===== src/rtl/core/ssfr_pkg.sv =====
// Constants and types for the scrambled status frame receiver.
`default_nettype none

package ssfr_pkg;

  typedef logic [7:0] byte_t;
  typedef logic [1:0] kind_t;

  localparam byte_t HDR_BYTE   = 8'hAA;
  localparam byte_t SUM_BASE   = 8'h5A;
  localparam byte_t TYPE_STAT  = 8'hF1;
  localparam byte_t TYPE_CNT   = 8'hF2;
  localparam byte_t STAT_MASK  = 8'h3F;
  localparam byte_t KEY_RELOAD = 8'hAB;
  localparam byte_t MASK_RESET = 8'h19;

  localparam kind_t KIND_STATUS  = 2'd0;
  localparam kind_t KIND_COUNT   = 2'd1;
  localparam kind_t KIND_BADSUM  = 2'd2;
  localparam kind_t KIND_UNKNOWN = 2'd3;

  // Index of the check byte within a frame.
  localparam logic [2:0] CHECK_INDEX = 3'd4;

  // Register index of xor_mask, decoded from paddr[2].
  localparam logic REG_XOR_MASK = 1'b0;

endpackage

`default_nettype wire


===== src/rtl/core/scrambled_status_frame_receiver.sv =====
// Top level of the scrambled status frame receiver.
//
//   channel   direction  handshake             payload
//   in        sink       in_valid / in_stall   mode, rx_byte
//   out       source     out_valid / out_stall frame_kind, status_bits, count_value, new_key
//   cfg       APB slave  psel/penable/pwrite   paddr, pwdata, prdata
//
// One byte per cycle is taken while in_stall is low; a check byte is held in the input
// register, then its result is registered in the result register.
// The descramble key and frame state feed back through one register, which sets that rate.
// A stall on the output holds the result register and backs up into the input register.
// Reset clears the key, the frame state and both valid flags and loads xor_mask with 0x19.
`default_nettype none

module scrambled_status_frame_receiver (
  input  logic                 clk,
  input  logic                 rst,
  input  logic                 psel,
  input  logic                 penable,
  input  logic                 pwrite,
  input  logic [2:0]           paddr,
  input  logic [31:0]          pwdata,
  output logic [31:0]          prdata,
  output logic                 pready,
  input  logic                 in_valid,
  output logic                 in_stall,
  input  logic                 mode,
  input  ssfr_pkg::byte_t      rx_byte,
  output logic                 out_valid,
  input  logic                 out_stall,
  output ssfr_pkg::kind_t      frame_kind,
  output logic [5:0]           status_bits,
  output logic [8:0]           count_value,
  output ssfr_pkg::byte_t      new_key
);

  import ssfr_pkg::*;

  byte_t      xor_mask;
  logic       hold_valid;
  logic       hold_mode;
  byte_t      hold_byte;
  byte_t      descramble_key;
  logic       in_frame;
  logic [2:0] byte_index;
  byte_t      frame_bytes [4];

  logic       out_free;
  logic       step;
  byte_t      plain_byte;
  byte_t      byte_sum;
  byte_t      check_value;
  byte_t      key_next;
  logic       in_frame_next;
  logic [2:0] byte_index_next;
  logic       result_fire;
  kind_t      kind_next;
  logic [5:0] status_next;
  logic [8:0] count_next;

  // Configuration port.
  assign pready = 1'b1;
  assign prdata = (paddr[2] == REG_XOR_MASK) ? {24'd0, xor_mask} : 32'd0;

  always_ff @(posedge clk) begin
    if (rst) begin
      xor_mask <= MASK_RESET;
    end else if (psel && penable && pwrite && (paddr[2] == REG_XOR_MASK)) begin
      xor_mask <= pwdata[7:0];
    end
  end

  // The result register is free when empty or being drained this cycle.
  assign out_free = !out_valid || !out_stall;
  assign step     = hold_valid && out_free;
  assign in_stall = hold_valid && !out_free;

  always_ff @(posedge clk) begin
    if (rst) begin
      hold_valid <= 1'b0;
    end else if (!in_stall) begin
      hold_valid <= in_valid;
    end
  end

  always_ff @(posedge clk) begin
    if (in_valid && !in_stall) begin
      hold_mode <= mode;
      hold_byte <= rx_byte;
    end
  end

  assign plain_byte  = (hold_byte ^ xor_mask) - descramble_key;
  assign byte_sum    = frame_bytes[0] + frame_bytes[1] + frame_bytes[2] + frame_bytes[3];
  assign check_value = SUM_BASE - byte_sum;

  always_comb begin
    key_next        = descramble_key;
    in_frame_next   = in_frame;
    byte_index_next = byte_index;
    result_fire     = 1'b0;
    kind_next       = KIND_BADSUM;
    status_next     = 6'd0;
    count_next      = 9'd0;
    if (hold_mode) begin
      key_next        = KEY_RELOAD;
      in_frame_next   = 1'b0;
      byte_index_next = 3'd0;
    end else if (!in_frame) begin
      if (plain_byte == HDR_BYTE) begin
        in_frame_next   = 1'b1;
        byte_index_next = 3'd1;
      end
    end else if (byte_index < CHECK_INDEX) begin
      byte_index_next = byte_index + 3'd1;
    end else begin
      // Check byte: the frame ends here whatever its contents.
      in_frame_next   = 1'b0;
      byte_index_next = 3'd0;
      result_fire     = 1'b1;
      if (plain_byte == check_value) begin
        if (frame_bytes[1] == TYPE_STAT) begin
          kind_next   = KIND_STATUS;
          key_next    = frame_bytes[2];
          status_next = 6'(frame_bytes[3] & STAT_MASK);
        end else if (frame_bytes[1] == TYPE_CNT) begin
          kind_next   = KIND_COUNT;
          key_next    = frame_bytes[2];
          status_next = 6'(frame_bytes[3] & STAT_MASK);
          count_next  = {1'b0, frame_bytes[3]} + 9'd1;
        end else begin
          kind_next = KIND_UNKNOWN;
        end
      end
    end
  end

  always_ff @(posedge clk) begin
    if (rst) begin
      descramble_key <= 8'd0;
      in_frame       <= 1'b0;
      byte_index     <= 3'd0;
    end else if (step) begin
      descramble_key <= key_next;
      in_frame       <= in_frame_next;
      byte_index     <= byte_index_next;
    end
  end

  always_ff @(posedge clk) begin
    if (step && !hold_mode) begin
      if (!in_frame && (plain_byte == HDR_BYTE)) begin
        frame_bytes[0] <= plain_byte;
      end else if (in_frame && (byte_index < CHECK_INDEX)) begin
        frame_bytes[byte_index[1:0]] <= plain_byte;
      end
    end
  end

  always_ff @(posedge clk) begin
    if (rst) begin
      out_valid <= 1'b0;
    end else if (step) begin
      out_valid <= result_fire;
    end else if (!out_stall) begin
      out_valid <= 1'b0;
    end
  end

  always_ff @(posedge clk) begin
    if (step && result_fire) begin
      frame_kind  <= kind_next;
      status_bits <= status_next;
      count_value <= count_next;
      new_key     <= key_next;
    end
  end

endmodule

`default_nettype wire


===== config.mk =====
export PLATFORM = sky130hd
export DESIGN_NAME = scrambled_status_frame_receiver
export DESIGN_NICKNAME = d
export VERILOG_FILES = /design/src/rtl/core/ssfr_pkg.sv /design/src/rtl/core/scrambled_status_frame_receiver.sv
export SDC_FILE = /design/constraint.sdc
export NUM_CORES = 1
export LEC_CHECK = 0
export BUFFER_PORTS_ARGS = -buffer_cell sky130_fd_sc_hd__buf_2
export CAP_MARGIN = 40
export CORE_UTILIZATION = 55
export CTS_CLUSTER_DIAMETER = 100
export DETAILED_ROUTE_END_ITERATION = 16
export PLACE_DENSITY = 0.85
export REMOVE_ABC_BUFFERS = 1
export SLEW_MARGIN = 20
export SYNTH_ARGS = -nofsm -noshare
export SYNTH_HDL_FRONTEND = slang
export SYNTH_SLANG_ARGS = --single-unit

===== constraint.sdc =====
create_clock -name clk -period 5.21 [get_ports clk]
set_clock_uncertainty 0.15 [all_clocks]
set_input_delay 1.042 -clock clk [delete_from_list [all_inputs] [get_ports clk]]
set_output_delay 1.042 -clock clk [all_outputs]
set_load 0.1 [all_outputs]

# Word-level counts from Yosys, hierarchy flattened
# Memories as Yosys holds them, arrays and structs flattened.
# Cells that the tools add are included.
[op_classes]
n_eq_ne = 5
bitwise = 5
mux = 34
magnitude_cmp = 1
n_reduce_logical = 23
addsub = 7
[op_table]
columns = ["op", "count"]
rows = [
  ["2-to-1 mux 8 bit", 8],
  ["adder 8 bit", 3],
  ["== test 8 bit, second input constant", 3],
  ["2-to-1 mux 1 bit", 17],
  ["2-to-1 mux 3 bit", 4],
  ["2-to-1 mux 6 bit", 2],
  ["logical AND 1 bit", 10],
  ["adder 8 x 1 -> 9 bit, second input constant", 1],
  ["== test 8 bit", 1],
  ["OR reduction 8 bit", 1],
  ["subtractor 7 x 8 -> 8 bit, first input constant", 1],
  ["subtractor 8 bit", 1],
  ["XOR 8 bit", 1],
  ["logical NOT 1 bit", 6],
  ["2-to-1 mux 2 bit", 3],
  ["OR reduction 6 bit", 1],
  ["OR reduction 5 bit", 1],
  ["NOT 1 bit", 4],
  ["OR reduction 4 bit", 1],
  ["adder 3 x 1 -> 3 bit, second input constant", 1],
  ["< comparator 3 bit, second input constant", 1],
  ["nonzero test 3 bit", 1],
  ["inequality test 2 x 1 -> 1 bit, second input constant", 1],
  ["AND reduction 2 bit", 1],
  ["logical OR 1 bit", 1],
]
[word_totals]
reg_bits = 56
n_memories = 1
in_bits = 51
out_inout_bits = 60
ramBits = 32
word_cells = 89
[mem_list]
columns = ["name", "words", "width", "rd", "rd_clocked_by_memory_dff", "write_ports", "line", "text"]
rows = [
  ["frame_bytes", 4, 8, 4, 0, 1, "scrambled_status_frame_receiver.sv:46", "byte_t frame_bytes [4];"],
]

# Longest topological paths before layout
# An unclocked memory read counts as a cell.
[logic_depth]
ltp_word = 10
mapped_depth = 16

# Worst setup path after synthesis
# No wires, ideal clock.
[synth_timing]
path_kind = "register to register"
startpoint = "memory frame_bytes[2][3] in the netlist's numbering"
endpoint = "register new_key[7], data pin"
setup_slack_ps = 1101
arrival_time_ps = 3698
path_buffers = 1
path_stages_with_launch = 14
cell_sequence = "edfxtp_1 ha_1 inv_1 fa_1 fa_1 ha_1 a21o_1 a21oi_1 o21bai_1 a21oi_1 xnor3_2 nor4_4 buf_6 mux2i_1"
[synth_rtl]
columns = ["item", "line", "text"]
rows = [
  ["start: declaration", "scrambled_status_frame_receiver.sv:46", ""],
  ["end signal: assignment", "scrambled_status_frame_receiver.sv:175", "new_key <= key_next;"],
  ["end: declaration", "scrambled_status_frame_receiver.sv:34", "output ssfr_pkg::byte_t new_key"],
]

==> flow_metrics.py <==
metrics = {
    "grt": {
        "grt_pass1_vias": 3291,
        "antenna_found_initial": 0,
        "grt_max_degree": 27,
        "grt_overflow": 0,
        "grt_pass1_wl_mm": 15.6,
        "grt.total_usage_pct": 20.9,
    },
    "clock_tree": {
        "cts_tree": "yes",
        "cts_max_path_buffers": 2,
        "cts_resized": 0,
        "clk_latency_ns": 0.37,
        "clockRootBuffer": "clkbuf_8",
        "ctsHoldBuffers": 0,
        "clock_sinks": 88,
        "h-tree-depth": 3,
        "cts_buffers": 9,
        "path_clk_slew_ns": 0.10,
        "cts_setup_buffers": 0,
    },
    "synthesis": {
        "synth_flop_cell": "edfxtp_1",
        "syn_area_um2": 5090,
        "synth-async-reset-ratio_pct": 0,
        "ys_ff_latch": 88,
        "synth.distinct_cells": 54,
        "synth-edff-count": 66,
        "synth.yosys.seq_area_share_pct": 47.6,
        "synth_cells": 462,
        "synth_area_per_cell_um2": 11.0,
        "yosysWarnings": 0,
    },
    "worst_setup_path": {
        "r2r_start": "frame_bytes[2][3]",
        "cp-start-kind": "flop",
        "cp_slowest_cell": "fa_1",
        "worst-r2r-setup-slack_ns": 0.59,
        "critPathMaxFanout": 15,
        "cpPeakStageDelay_ns": 0.59,
        "endpoint_kind": "flop",
        "worstPathRequired_ns": 5.23,
        "worstRegToRegCells": 13,
        "crit_type": "reg -> reg",
        "cp_cell_sequence": "ha_1 -> inv_1 -> fa_1 -> fa_1 -> ha_1 -> a21o_1 -> a21oi_1 -> o21bai_1 -> a21oi_1 -> xnor3_2 -> nor4_4 -> buf_4 -> mux2i_1",
        "crit_arrival_ns": 4.64,
        "rr_endpoint": "new_key[1]",
    },
    "power": {
        "p_per_area_nw_per_um2": 279,
        "comb_power_share_pct": 18.7,
        "pwr-share-clk_pct": 31.0,
        "ir_drop_v": 0.000170,
        "power.net_switching_uw": 479,
        "leakage_nw": 2.26,
        "p_int_mw": 1.09,
        "power.total_mw": 1.57,
        "seqPwrFrac_pct": 50.3,
        "p_sw_share_pct": 30.6,
    },
    "worst_hold_path": {
        "hp-start": "xor_mask[2]",
        "hold-path-endpoint": "xor_mask[2]",
        "min_path_type": "reg -> reg",
        "hold_path_depth": 2,
    },
    "final_layout": {
        "finalCoreUtilization_pct": 63.4,
        "diodes": 0,
        "final-instance-count-excl-fill": 637,
        "nets": 611,
        "drive_gt1_share_pct": 18.0,
        "fin_area_um2": 5610,
        "syn_to_final_growth_pct": 10.3,
    },
    "drt": {
        "vias": 3429,
        "drt-wirelength-per-cell_um": 15.3,
        "drt-total-wl_mm": 9.77,
        "first_pass_iters": 13,
        "drtAntennaViolNets": 0,
        "first_iter_violations": 180,
        "drc": 2,
        "vias_per_cell": 5.38,
    },
    "placed_design": {
        "portBuffers": 59,
        "post-dp-hpwl_mm": 7.46,
        "place_congestion": 0.835,
        "dp.cells": 619,
        "dpl_cell_area_um2": 5400,
    },
    "sta": {
        "maxSlewViolCount": 0,
        "worstMarginPinSlew_ns": 0.804,
        "period_share_pct": 88.6,
        "rsz0062_at_grt": "false",
        "post-route-min-period_ns": 4.62,
        "fin_setup_tns_ns": 0,
        "fmax_mhz": 217,
        "relSlewSlack_pct": 46.4,
        "hold_violations": 0,
        "setup_viol": 0,
    },
    "floorplan": {
        "rows": 34,
        "start_util_pct": 57.5,
        "die-area_um2": 9640,
        "die_x_um": 98.2,
        "die_h_um": 98.2,
        "core_um2": 8850,
        "ios": 111,
    },
    "status": {
        "status": "finished, violations left",
        "violations": "design-rule violations",
    },
    "run": {
        "maxCapViolations": 0,
    },
}
sequential cells by signal (all words and copies together), names as in the netlist:
signal          count
in_frame            1
frame_bytes        32
count_value         9
byte_index          3
hold_mode           1
frame_kind          2
descramble_key      8
hold_valid          1
xor_mask            8
new_key             8
status_bits         6
hold_byte           8
out_valid           1
power by group through the flow:
stage | Clock [mW] | Sequential [mW] | Combinational, mW
finish | 0.486 | 0.788 | 0.293
global route | 0.517 | 0.789 | 0.310
CTS | 0.493 | 0.787 | 0.290
detailed placement | 0 | 0.804 | 0.289
global placement | 0 | 0.803 | 0.282
floorplan | 0 | 0.800 | 0.235
synthesized netlist by cell type, types with 2 or more instances:
master	count	area, µm²
a21o_1	3	22.5
a21oi_1	20	100
a311oi_1	3	26.3
and2_1	13	81.3
and3_1	8	50.1
and3b_1	2	17.5
buf_4	25	188
clkbuf_1	9	33.8
conb_1	2	7.51
dfxtp_1	22	440
edfxtp_1	66	1980
fa_1	15	300
ha_1	21	263
inv_1	50	188
mux2_2	3	33.8
mux2i_1	11	110
nand2_1	37	139
nand2b_1	9	56.3
nand3_1	10	50.1
nand4b_1	2	17.5
nor2_1	38	143
nor2b_1	14	87.6
nor3_1	5	25.0
nor4_4	3	63.8
o211ai_1	2	15.0
o21a_1	2	15.0
o21ai_0	11	55.1
xnor2_1	18	158
xnor3_1	2	45.0
xor2_1	12	105
routing by layer:
layer | share of wire, % | routed length, µm | track usage (%)
met2 | 52 | 5110 | 37.7
met4 | 1.6 | 155 | 6.89
met1 | 41 | 4050 | 25.7
met3 | 4.6 | 453 | 3.15
met5 | 0 | 0 | 0
cells in the final DEF, fill, tap and decap left out, types with 2 or more instances in the layout:
master	count
a21o_1	3
a21oi_1	20
a311oi_1	3
and2_1	13
and3_1	8
and3b_1	2
buf_2	60
buf_4	2
clkbuf_8	9
clkinvlp_4	2
conb_1	25
dfxtp_1	22
edfxtp_1	66
fa_1	15
ha_1	21
inv_1	50
inv_6	2
mux2_2	3
mux2i_1	11
nand2_1	37
nand2b_1	9
nand3_1	10
nand4b_1	2
nor2_1	38
nor2b_1	14
nor3_1	5
nor4_4	3
o211ai_1	2
o21a_1	2
o21ai_0	11
xnor2_1	18
xnor3_1	2
xor2_1	12
metrics by stage:
step                      hold slack (ns)  worst slack [ns]
after floorplan                     0.300             0.748
after global placement              0.321             0.805
after detailed placement            0.337             0.697
after CTS                           0.351             0.651
after global routing                0.366             0.429
final                               0.347             0.592
area by class of cell:
class	instances	area (µm²)
Sequential cell	88	2420
Timing Repair Buffer	64	338
Multi-Input combinational cell	311	2330
Clock inverter	6	73.8
Clock buffer	10	128
Inverter	50	188
Fill cell	679	3240
Tap cell	108	135
kinds of logic after synthesis:
logic type      count (synthesis)  synth area share, %
xor+xnor                       34                 7.06
mux                            15                 3.05
other cells                     2                0.148
flops                          88                 47.6
fa+ha+maj                      36                 11.1
compound gates                 50                 6.72
buf+inv                        86                 8.34
simple gates                  151                 16.0
worst max-delay path: cells and delay by family (launching register included):
kind	cells	cell delay, ns
and+or+nand+nor	1	0.23
xor gates and xnor gates	1	0.53
muxes	1	0.31
adders and majority gates	4	1.66
DFF	1	0.41
AOI/OAI and AO/OA	4	0.77
buffers and inverters	2	0.34
worst max path at each step:
stage / cells past startpoint / slack [ns] / end / from
floorplan: 12 / 0.75 / descramble_key[1] / frame_bytes[2][3]
global placement: 13 / 0.80 / descramble_key[5] / frame_bytes[2][3]
detailed placement: 13 / 0.70 / new_key[0] / frame_bytes[1][3]
CTS: 13 / 0.65 / new_key[0] / frame_bytes[1][3]
global route: 13 / 0.43 / new_key[1] / frame_bytes[1][3]
finish: 13 / 0.59 / new_key[1] / frame_bytes[2][3]
Note: power is estimated with default switching activity, not from simulation.
